### config.mk
export PLATFORM = sky130hd
export DESIGN_NAME = lfu_cache_lru_tiebreak
export DESIGN_NICKNAME = d
export VERILOG_FILES = /design/src/rtl/core/lfuc_pkg.sv /design/src/rtl/core/lfu_cache_lru_tiebreak.sv /design/src/rtl/core/lfuc_ctrl.sv /design/src/rtl/core/lfuc_dp.sv
export VERILOG_INCLUDE_DIRS = /design/src /design/src/rtl/core
export SDC_FILE = /design/constraint.sdc
export NUM_CORES = 2
export LEC_CHECK = 0
export BUFFER_PORTS_ARGS = -buffer_cell sky130_fd_sc_hd__buf_2
export CORE_MARGIN = 2
export CORE_UTILIZATION = 45
export CTS_CLUSTER_DIAMETER = 120
export CTS_CLUSTER_SIZE = 28
export DETAILED_ROUTE_END_ITERATION = 8
export GPL_TIMING_DRIVEN = 0
export PLACE_DENSITY = 0.59
export SLEW_MARGIN = 15
export SYNTH_ARGS = -nofsm -noshare
export SYNTH_HDL_FRONTEND = slang
export SYNTH_SLANG_ARGS = --single-unit
export TNS_END_PERCENT = 10
### constraint.sdc
create_clock -name clk_i -period 12.9 [get_ports clk_i]
set_input_delay 1.29 -clock clk_i [delete_from_list [all_inputs] [get_ports clk_i]]
set_output_delay 1.29 -clock clk_i [all_outputs]
set_load 0.05 [all_outputs]
### src/rtl/core/lfu_cache_lru_tiebreak_macros.svh
// Assertion macros for the LFU cache block.
// Used by the top level; needs clk_i and rst_ni in the including scope.
`ifndef LFU_CACHE_LRU_TIEBREAK_MACROS_SVH
`define LFU_CACHE_LRU_TIEBREAK_MACROS_SVH

`ifndef SYNTHESIS
`define LFUC_ASSERT_NOW(label, ante, cons) \
  label: assert property (@(posedge clk_i) disable iff (!rst_ni) (ante) |-> (cons)) \
    else $error("lfu cache assertion failed");
`define LFUC_ASSERT_NEXT(label, ante, cons) \
  label: assert property (@(posedge clk_i) disable iff (!rst_ni) (ante) |=> (cons)) \
    else $error("lfu cache assertion failed");
`else
`define LFUC_ASSERT_NOW(label, ante, cons)
`define LFUC_ASSERT_NEXT(label, ante, cons)
`endif

`endif

### src/rtl/core/lfuc_pkg.sv
// Shared types and constants for the LFU cache block.
// No dependencies; used by the controller, the datapath and the top level.
package lfuc_pkg;

  localparam int ENTRIES_DEF     = 16;
  localparam int COUNT_WIDTH_DEF = 16;
  localparam int DATA_W          = 32;
  localparam int CAP_W           = 5;
  localparam logic [CAP_W-1:0] CAP_RESET = 5'd16;

  typedef enum logic [2:0] {
    ST_IDLE,
    ST_SCAN,
    ST_SCAN_WAIT,
    ST_DECIDE,
    ST_UPDATE,
    ST_UPD_WAIT,
    ST_RESPOND
  } lfuc_state_e;

  typedef struct packed {
    logic load;
    logic scan_rd;
    logic upd_rd;
    logic decide;
  } lfuc_cmd_t;

  typedef struct packed {
    logic last_idx;
    logic cap_zero;
    logic do_upd;
  } lfuc_sts_t;

endpackage

### src/rtl/core/lfu_cache_lru_tiebreak.sv
// Top level of the LFU key-value cache with least-recently-used tie break.
// Depends on lfuc_pkg, lfuc_ctrl, lfuc_dp and lfu_cache_lru_tiebreak_macros.svh.
//
// Usage: an operation beat is taken on a rising edge with start high and busy
// low; mode_i selects get (0) or put (1) on lookup_key_i and store_value_i.
// Exactly one result beat follows: hit_o and read_value_o are valid for the
// single cycle in which result_valid_o is high. The receiver cannot stall, so
// the result must be captured in that cycle.
// Each operation first scans all ENTRIES slots, one memory read per cycle,
// then, if the cache changes, makes a second pass that rewrites the recency
// ranks one slot per cycle. The result follows the scan for a get that misses
// and follows the second pass when an entry is touched or stored; busy falls
// in the cycle after the result, so no new operation is taken before then.
// With capacity zero both passes are skipped.
// The capacity register is written through cfg_valid_i/cfg_ready_o while the
// block is idle. Reset clears all valid bits and sets the capacity to 16.
`include "lfu_cache_lru_tiebreak_macros.svh"

module lfu_cache_lru_tiebreak #(
  parameter int ENTRIES     = lfuc_pkg::ENTRIES_DEF,
  parameter int COUNT_WIDTH = lfuc_pkg::COUNT_WIDTH_DEF
) (
  input  logic                               clk_i,
  input  logic                               rst_ni,
  input  logic                               start,
  output logic                               busy,
  input  logic                               mode_i,
  input  logic signed [lfuc_pkg::DATA_W-1:0] lookup_key_i,
  input  logic signed [lfuc_pkg::DATA_W-1:0] store_value_i,
  output logic                               result_valid_o,
  output logic                               hit_o,
  output logic signed [lfuc_pkg::DATA_W-1:0] read_value_o,
  input  logic                               cfg_valid_i,
  output logic                               cfg_ready_o,
  input  logic [lfuc_pkg::CAP_W-1:0]         cfg_data_i
);
  import lfuc_pkg::*;

  lfuc_cmd_t cmd;
  lfuc_sts_t sts;
  logic      cfg_we;

  assign cfg_ready_o = !busy && !start;
  assign cfg_we      = cfg_valid_i && cfg_ready_o;

  lfuc_ctrl u_ctrl (
    .clk_i          (clk_i),
    .rst_ni         (rst_ni),
    .start_i        (start),
    .sts_i          (sts),
    .cmd_o          (cmd),
    .busy_o         (busy),
    .result_valid_o (result_valid_o)
  );

  lfuc_dp #(
    .ENTRIES     (ENTRIES),
    .COUNT_WIDTH (COUNT_WIDTH)
  ) u_dp (
    .clk_i         (clk_i),
    .rst_ni        (rst_ni),
    .cmd_i         (cmd),
    .sts_o         (sts),
    .cfg_we_i      (cfg_we),
    .cfg_data_i    (cfg_data_i),
    .mode_i        (mode_i),
    .lookup_key_i  (lookup_key_i),
    .store_value_i (store_value_i),
    .hit_o         (hit_o),
    .read_value_o  (read_value_o)
  );

  `LFUC_ASSERT_NEXT(a_accept_sets_busy, start && !busy, busy)
  `LFUC_ASSERT_NOW(a_result_while_busy, result_valid_o, busy && !cmd.decide)
  `LFUC_ASSERT_NEXT(a_single_result_beat, result_valid_o, !result_valid_o && !busy)
  `LFUC_ASSERT_NOW(a_miss_value, result_valid_o && !hit_o,
                   (read_value_o == '0) || (read_value_o == '1))

endmodule

### src/rtl/core/lfuc_ctrl.sv
// Sequencer for the LFU cache: scan pass, decision, rank update pass, response.
// Depends on lfuc_pkg; drives the datapath lfuc_dp through command signals.
module lfuc_ctrl (
  input  logic              clk_i,
  input  logic              rst_ni,
  input  logic              start_i,
  input  lfuc_pkg::lfuc_sts_t sts_i,
  output lfuc_pkg::lfuc_cmd_t cmd_o,
  output logic              busy_o,
  output logic              result_valid_o
);
  import lfuc_pkg::*;

  lfuc_state_e state_q, state_d;

  always_ff @(posedge clk_i or negedge rst_ni) begin
    if (!rst_ni) begin
      state_q <= ST_IDLE;
    end else begin
      state_q <= state_d;
    end
  end

  always_comb begin
    state_d        = state_q;
    cmd_o          = '0;
    busy_o         = 1'b1;
    result_valid_o = 1'b0;
    unique case (state_q)
      ST_IDLE: begin
        busy_o = 1'b0;
        if (start_i) begin
          cmd_o.load = 1'b1;
          state_d    = sts_i.cap_zero ? ST_DECIDE : ST_SCAN;
        end
      end
      ST_SCAN: begin
        cmd_o.scan_rd = 1'b1;
        if (sts_i.last_idx) begin
          state_d = ST_SCAN_WAIT;
        end
      end
      ST_SCAN_WAIT: begin
        state_d = ST_DECIDE;
      end
      ST_DECIDE: begin
        cmd_o.decide = 1'b1;
        state_d      = sts_i.do_upd ? ST_UPDATE : ST_RESPOND;
      end
      ST_UPDATE: begin
        cmd_o.upd_rd = 1'b1;
        if (sts_i.last_idx) begin
          state_d = ST_UPD_WAIT;
        end
      end
      ST_UPD_WAIT: begin
        state_d = ST_RESPOND;
      end
      ST_RESPOND: begin
        result_valid_o = 1'b1;
        state_d        = ST_IDLE;
      end
      default: begin
        state_d = ST_IDLE;
      end
    endcase
  end

endmodule

### src/rtl/core/lfuc_dp.sv
// Datapath for the LFU cache: entry memories, valid bits, scan accumulators,
// decision registers and the capacity register. Depends on lfuc_pkg.
module lfuc_dp #(
  parameter int ENTRIES     = lfuc_pkg::ENTRIES_DEF,
  parameter int COUNT_WIDTH = lfuc_pkg::COUNT_WIDTH_DEF
) (
  input  logic                              clk_i,
  input  logic                              rst_ni,
  input  lfuc_pkg::lfuc_cmd_t               cmd_i,
  output lfuc_pkg::lfuc_sts_t               sts_o,
  input  logic                              cfg_we_i,
  input  logic [lfuc_pkg::CAP_W-1:0]        cfg_data_i,
  input  logic                              mode_i,
  input  logic signed [lfuc_pkg::DATA_W-1:0] lookup_key_i,
  input  logic signed [lfuc_pkg::DATA_W-1:0] store_value_i,
  output logic                              hit_o,
  output logic signed [lfuc_pkg::DATA_W-1:0] read_value_o
);
  import lfuc_pkg::*;

  localparam int IW  = (ENTRIES > 1) ? $clog2(ENTRIES) : 1;
  localparam int UW  = $clog2(ENTRIES + 1);
  localparam int CPW = (UW > CAP_W) ? UW : CAP_W;
  localparam logic [IW-1:0]  LAST_IDX  = IW'(ENTRIES - 1);
  localparam logic [CPW-1:0] ENTRIES_C = CPW'(ENTRIES);

  logic [DATA_W-1:0]      key_mem  [ENTRIES];
  logic [DATA_W-1:0]      val_mem  [ENTRIES];
  logic [COUNT_WIDTH-1:0] cnt_mem  [ENTRIES];
  logic [IW-1:0]          rank_mem [ENTRIES];

  logic [CAP_W-1:0]       cap_q;
  logic [ENTRIES-1:0]     valid_q;
  logic                   mode_q, cap_zero_q;
  logic [DATA_W-1:0]      key_q, sval_q;
  logic [IW-1:0]          idx_q, pidx_q;
  logic                   proc_q, pscan_q;
  logic [DATA_W-1:0]      rd_key_q, rd_val_q;
  logic [COUNT_WIDTH-1:0] rd_cnt_q;
  logic [IW-1:0]          rd_rank_q;

  logic                   found_q, free_found_q, vic_found_q;
  logic [IW-1:0]          hit_slot_q, hit_rank_q, free_slot_q, vic_slot_q, vic_rank_q;
  logic [DATA_W-1:0]      hit_val_q;
  logic [COUNT_WIDTH-1:0] hit_cnt_q, vic_cnt_q;
  logic [UW-1:0]          used_q;

  logic [IW-1:0]          tgt_q, thr_q;
  logic                   thr_all_q;
  logic [DATA_W-1:0]      new_val_q;
  logic [COUNT_WIDTH-1:0] new_cnt_q;
  logic                   res_hit_q;
  logic [DATA_W-1:0]      res_val_q;

  logic                   p_valid, scan_step, wr_tgt, wr_bump;
  logic [IW-1:0]          wr_rank;
  logic [CPW-1:0]         cap_eff;
  logic                   full, insert, do_upd;
  logic [IW-1:0]          tgt_d;

  assign p_valid   = valid_q[pidx_q];
  assign scan_step = proc_q && pscan_q;
  assign wr_tgt    = proc_q && !pscan_q && (pidx_q == tgt_q);
  assign wr_bump   = proc_q && !pscan_q && !wr_tgt && p_valid &&
                     (thr_all_q || (rd_rank_q < thr_q));
  assign wr_rank   = wr_tgt ? '0 : rd_rank_q + IW'(1);

  assign cap_eff = (CPW'(cap_q) > ENTRIES_C) ? ENTRIES_C : CPW'(cap_q);
  assign full    = CPW'(used_q) >= cap_eff;
  assign insert  = !found_q && mode_q && !cap_zero_q;
  assign do_upd  = found_q || insert;
  assign tgt_d   = found_q ? hit_slot_q : (full ? vic_slot_q : free_slot_q);

  assign sts_o.last_idx = (idx_q == LAST_IDX);
  assign sts_o.cap_zero = (cap_q == '0);
  assign sts_o.do_upd   = do_upd;

  assign hit_o        = res_hit_q;
  assign read_value_o = res_val_q;

  always_ff @(posedge clk_i or negedge rst_ni) begin
    if (!rst_ni) begin
      cap_q <= CAP_RESET;
    end else if (cfg_we_i) begin
      cap_q <= cfg_data_i;
    end
  end

  // Entry memories: one registered read and one write per cycle.
  always_ff @(posedge clk_i) begin
    if (cmd_i.scan_rd || cmd_i.upd_rd) begin
      rd_key_q  <= key_mem[idx_q];
      rd_val_q  <= val_mem[idx_q];
      rd_cnt_q  <= cnt_mem[idx_q];
      rd_rank_q <= rank_mem[idx_q];
    end
    if (wr_tgt || wr_bump) begin
      rank_mem[pidx_q] <= wr_rank;
    end
    if (wr_tgt) begin
      key_mem[pidx_q] <= key_q;
      val_mem[pidx_q] <= new_val_q;
      cnt_mem[pidx_q] <= new_cnt_q;
    end
  end

  always_ff @(posedge clk_i or negedge rst_ni) begin
    if (!rst_ni) begin
      idx_q   <= '0;
      proc_q  <= 1'b0;
      pscan_q <= 1'b0;
      pidx_q  <= '0;
      valid_q <= '0;
    end else begin
      proc_q  <= cmd_i.scan_rd || cmd_i.upd_rd;
      pscan_q <= cmd_i.scan_rd;
      pidx_q  <= idx_q;
      if (cmd_i.load) begin
        idx_q <= '0;
      end else if (cmd_i.scan_rd || cmd_i.upd_rd) begin
        idx_q <= (idx_q == LAST_IDX) ? '0 : idx_q + IW'(1);
      end
      if (cmd_i.decide && do_upd) begin
        valid_q[tgt_d] <= 1'b1;
      end
    end
  end

  always_ff @(posedge clk_i) begin
    if (cmd_i.load) begin
      mode_q     <= mode_i;
      key_q      <= lookup_key_i;
      sval_q     <= store_value_i;
      cap_zero_q <= (cap_q == '0);
    end
  end

  always_ff @(posedge clk_i or negedge rst_ni) begin
    if (!rst_ni) begin
      found_q      <= 1'b0;
      free_found_q <= 1'b0;
      vic_found_q  <= 1'b0;
      used_q       <= '0;
    end else if (cmd_i.load) begin
      found_q      <= 1'b0;
      free_found_q <= 1'b0;
      vic_found_q  <= 1'b0;
      used_q       <= '0;
    end else if (scan_step) begin
      if (p_valid) begin
        used_q <= used_q + UW'(1);
      end
      if (p_valid && (rd_key_q == key_q) && !found_q) begin
        found_q <= 1'b1;
      end
      if (!p_valid && !free_found_q) begin
        free_found_q <= 1'b1;
      end
      if (p_valid) begin
        vic_found_q <= 1'b1;
      end
    end
  end

  always_ff @(posedge clk_i) begin
    if (scan_step) begin
      if (p_valid && (rd_key_q == key_q) && !found_q) begin
        hit_slot_q <= pidx_q;
        hit_rank_q <= rd_rank_q;
        hit_val_q  <= rd_val_q;
        hit_cnt_q  <= rd_cnt_q;
      end
      if (!p_valid && !free_found_q) begin
        free_slot_q <= pidx_q;
      end
      // Lowest count wins; on equal counts the larger rank is the less recent entry.
      if (p_valid && (!vic_found_q || (rd_cnt_q < vic_cnt_q) ||
                      ((rd_cnt_q == vic_cnt_q) && (rd_rank_q > vic_rank_q)))) begin
        vic_slot_q <= pidx_q;
        vic_cnt_q  <= rd_cnt_q;
        vic_rank_q <= rd_rank_q;
      end
    end
  end

  always_ff @(posedge clk_i) begin
    if (cmd_i.decide) begin
      tgt_q     <= tgt_d;
      thr_q     <= found_q ? hit_rank_q : vic_rank_q;
      thr_all_q <= insert && !full;
      if (found_q) begin
        new_cnt_q <= (hit_cnt_q == '1) ? hit_cnt_q : hit_cnt_q + COUNT_WIDTH'(1);
      end else begin
        new_cnt_q <= COUNT_WIDTH'(1);
      end
      new_val_q <= mode_q ? sval_q : hit_val_q;
      res_hit_q <= found_q;
      if (mode_q) begin
        res_val_q <= '0;
      end else begin
        res_val_q <= found_q ? hit_val_q : '1;
      end
    end
  end

endmodule

# After elaboration in Yosys (flattened, before gate mapping)
# Memory sizes are Yosys's and may differ from the RTL's. A register that Yosys moved wholly into a read port is not among the register bits.
# Cells that the tools add are included.
# totals
ram_bits	1344
mem_count	4
reg_bits	282
# classes
n_lt_le_gt_ge	8
n_eq_ne	14
bitwise_logic	1
n_mux	44
add_sub_neg	4
reduce_logical	47
# mem_list
memory	depth	width	rd	rd_clocked_by_memory_dff	wr	line_no	rtl
u_dp.key_mem	16	32	1	1	1	lfuc_dp.sv:27	logic [DATA_W-1:0] key_mem [ENTRIES];
u_dp.val_mem	16	32	1	1	1	lfuc_dp.sv:28	logic [DATA_W-1:0] val_mem [ENTRIES];
u_dp.cnt_mem	16	16	1	1	1	lfuc_dp.sv:29	logic [COUNT_WIDTH-1:0] cnt_mem [ENTRIES];
u_dp.rank_mem	16	4	1	1	1	lfuc_dp.sv:30	logic [IW-1:0] rank_mem [ENTRIES];
# op_table
op	n
32-bit 2-to-1 mux	2
32-bit equality test	1
4-bit 2-to-1 mux	7
1-bit 2-to-1 mux	22
5-bit 2-to-1 mux	4
1-bit logical AND	18
3-bit one-hot mux with 6 select lines	1
16-bit by 1-bit adder with 16-bit output, second input constant	1
16-bit equality test	1
16-bit equality test, second input constant	1
16-bit < comparator	1
16-bit 2-to-1 mux	1
16-bit bitwise OR	1
2-bit AND reduction	6
4-bit by 5-bit < comparator with 1-bit output, second input constant	2
2-bit nonzero test	5
3-bit equality test, second input constant	3
1-bit zero test	9
3-bit 2-to-1 mux	3
4-bit by 1-bit adder with 4-bit output, second input constant	2
3-bit by 2-bit equality test with 1-bit output, second input constant	2
1-bit logical OR	6
2-bit != test, second input constant	3
5-bit by 1-bit adder with 5-bit output, second input constant	1
other kinds (14)	15

# Depth between registers and ports, before layout
# depth
word_depth	10
ltp_mapped	10
mapped_depth_nobuf	10

# Cells and area by module
# A second synthesis with hierarchy kept.
# hier_totals
hier_cells	2823
area_unflattened_um2	64573.2
# by_module_without_submodules
mod	cells_per_inst	n_inst	seq_area_each_um2	area_each_um2
lfuc_dp	2794	1	51065.2	64326.7
lfuc_ctrl	27	1	75.1	230.2
lfu_cache_lru_tiebreak	2	1	0.0	16.3

# Worst setup path before layout
# Ideal clock, no wire load.
# synth_path
path_kind	register to register
startpoint	register u_dp.pidx_q[3]
endpoint	memory u_dp.cnt_mem[0][0] in the netlist's numbering, enable pin
path_stages_with_launch	7
setup_time_ps	519
slack_ps	7516
synth_period_minus_slack_ps	5384
t_arrival_ps	4865
path_buffers	1
cell_sequence	dfrtp_1 > buf_2 > xnor2_1 > nand3_1 > nor3_1 > nand2_1 > nor2_1
# synth_via
elab_chain_len	4
# synth_rtl
item	line_no	rtl
start, declared	lfuc_dp.sv:36	logic [IW-1:0] idx_q, pidx_q;
start signal, assigned	lfuc_dp.sv:117	pidx_q <= idx_q;
4-bit equality test	lfuc_dp.sv:63	assign wr_tgt = proc_q && !pscan_q && (pidx_q == tgt_q);
1-bit logical AND	lfuc_dp.sv:63	
1-bit 2-to-1 mux	lfuc_dp.sv:100	if (wr_tgt) begin
1-bit 2-to-1 mux (implied by the code)	lfuc_dp.sv:103	cnt_mem[pidx_q] <= new_cnt_q;
end, declared	lfuc_dp.sv:29	
# Parallel ways exist; a longest one is shown, timed or not.

==> reports/qor.yml <==
run_status:
  outcome: "complete, no violations"
yosys:
  synth_ff_type: "edfxtp_1"
  yosysMostFrequentCell: "edfxtp_1"
  ys.warnings.count: 0
  syn_inst: 2798
  synth_top_cell_by_area: "edfxtp_1"
  synth_edf_count: 1668
  synth-seq-cells: 1710
  synth_top_cell_area_share_pct: 77.45
  async_flop_share_pct: 2.456
  synth.avg_cell_area_um2: 23.11
  ys_seq_area_share_pct: 79.08
  ys_types: 57
  synth_common_cells: "1668 x edfxtp_1, 423 x mux4_2, 66 x inv_1"
  synth_area_leaders: "edfxtp_1 77%, mux4_2 15%, dfrtp_1 1.6%"
  synth_nets: 2904
  netlist_area_um2: 64670
cts:
  cts_max_path_buffers: 3
  cts_resized: 0
  cts.sinks: 1710
  cts_made_buffers: 71
  clk-insertion-delay-late_ps: 710
  cts_setup_buffers: 0
  cts_max_level: 3
  clk_pin_slew_worst_paths_ps: 110
  cts_hold_buf: 0
  ctsRootBufferMaster: "clkbuf_16"
  cts_tree: "yes"
global_routing:
  gr-total-overflow: 0
  grt_start_max_net_pins: 43
  grt_pass1_vias: 30429
  grt_usage_pct: 21.33
  antenna_found_initial: 1
  grt_pass1_wl_mm: 221.7
final_layout:
  fin_util_pct: 50.32
  syn_to_final_growth_pct: 11.36
  n_antenna_cell: 0
  nets: 3184
  drive_gt1_share_pct: 26.09
worst_setup_path:
  timing.critical_path.slowest_stage_cell: "clkbuf_1"
  cp-end-kind: "flip-flop"
  worst-setup-path-type: "flip-flop to flip-flop"
  crit_fanout: 10
  path_delay_family: "buffers and inverters"
  critical_path_required_ps: 13350
  slowest_delay_ps: 880
  cp.arrival_ps: 4160
  critPathLaunchType: "flip-flop"
  path_buf_inv: 3
  cp_cell_sequence: "buf_2 -> clkbuf_1 -> clkbuf_1 -> mux4_2 -> mux4_2"
timing:
  slew_headroom_pct: 21.23
  worst_pin_slew_ps: 1182
  min_period_ps: 3715
  whs_ps: 390.2
  rsz0062_at_grt: "no"
  timing.fmax_ghz: 0.2692
  fin_crit_sh_pct: 28.79
  skew_ps: 40.81
  tns_ps: 0
  drv_slew: 0
  setup_violations: 0
  hold_viol: 0
placed_design:
  place_hpwl_mm: 100.1
  io_buffers: 109
  place_congestion: 0.7880
drt:
  wl_mm: 156.5
  via_count: 29914
  drt.antenna.violating_nets: 0
  drc: 0
  wl_per_cell_um: 31.31
  drtPass1Iterations: 8
  drt_iter0_markers: 3826
  vias_per_cell: 5.983
floorplan:
  dieArea_um2: 146800
  die_h_um: 383.1
  row_count: 139
  ios: 110
  coreArea_um2: 143100
  start_util_pct: 45.18
  dieWidth_um: 383.1
power_and_ir_drop:
  p_per_area_nw_per_um2: 187.0
  leakagePower_nw: 22.38
  vdd_ir_drop_max_mv: 0.1089
worst_hold_path:
  min_path_type: "flip-flop to flip-flop"
run:
  max_cap_violations: 0
## power breakdown
part	internal (mW)	total (mW)	switching, mW
clock	1.08	2.70	1.62
combinational	1.61	3.57	1.96
sequential	6.85	7.20	0.351
total	9.53	13.5	3.94
## worst reg2reg max path, cell delays in order, from the launching register on
cell	delay [ps]
dfrtp_1	550
buf_2	240
clkbuf_1	850
clkbuf_1	900
mux4_2	450
mux4_2	470
## final cells by class
cell class                      instances  area [um2]
Fill cell                           11030       71120
Tap cell                             1903        2381
Inverter                               66       247.7
Multi-Input combinational cell        895       12730
Sequential cell                      1710       51140
Clock buffer                           85        1893
Clock inverter                          7       91.34
Buffer                                127       703.2
Timing Repair Buffer                  207        2833
## layer usage
layer	GRT usage, %	up-vias	part of all wire [%]
li1	-	12151	-
met1	31.91	16417	43
met4	4.549	0	1.7
met5	0	-	0
met3	3.188	132	7.3
met2	33.59	1214	48
## cell usage in the layout (no fill, tap or decap), types with 32 or more instances in the layout
master	count
buf_2	120
inv_1	67
buf_16	44
nor2_1	38
dfrtp_1	41
a21oi_1	44
ha_1	32
edfxtp_1	1668
nand2_1	61
mux4_2	423
buf_12	53
clkbuf_16	74
o21ai_0	51
clkbuf_1	70
## final timing paths
check,start,slack (ps),cells after the start,end
max,u_dp.idx_q[1]$_DFFE_PN0P_,9190,5,u_dp.rd_key_q[18]$_DFFE_PP_
min,u_dp.idx_q[3]$_DFFE_PN0P_,390,0,u_dp.pidx_q[3]$_DFF_PN0_
max reg2reg,u_dp.idx_q[1]$_DFFE_PN0P_,9190,5,u_dp.rd_key_q[18]$_DFFE_PP_
min reg2reg,u_dp.idx_q[3]$_DFFE_PN0P_,390,0,u_dp.pidx_q[3]$_DFF_PN0_
max in group asynchronous,rst_ni,11540,1,u_ctrl.state_q[2]$_DFFE_PN0P_
min in group asynchronous,rst_ni,730,1,u_dp.cap_q[1]$_DFFE_PN0P_
## sequential cells by signal, summed over array words and instances (netlist names), 5 cells and up
name / count
u_dp.key_q: 32
u_dp.valid_q: 16
u_dp.hit_cnt_q: 16
u_dp.rd_key_q: 32
u_dp.cnt_mem: 256
u_dp.rd_val_q: 32
u_dp.hit_val_q: 32
u_dp.key_mem: 512
u_dp.new_val_q: 32
u_dp.new_cnt_q: 16
u_dp.used_q: 5
u_dp.val_mem: 512
u_dp.vic_cnt_q: 16
u_dp.rd_cnt_q: 16
u_dp.cap_q: 5
u_dp.read_value_o: 32
u_dp.sval_q: 32
u_dp.rank_mem: 64
## through the flow
step	cell area (um2)	instances	setup WS (ps)	total power, mW
6_report	72020	5000	9185	13.47
5_1_grt	72020	5000	9021	13.98
4_1_cts	72000	4999	9137	13.60
3_5_place_dp	70020	4907	9176	10.94
3_3_place_gp	67600	4810	804.1	10.84
2_1_floorplan	64670	2798	7516	9.618
## cells by family after synthesis
family | Yosys count | share of synthesized area (%)
flops | 1710 | 79.08
mux | 439 | 15.02
simple gates | 217 | 1.627
buf+inv | 193 | 1.455
compound gates | 155 | 1.494
xor+xnor | 52 | 0.7042
fa+ha+maj | 32 | 0.6191
Power figures use the tool's default switching activity.
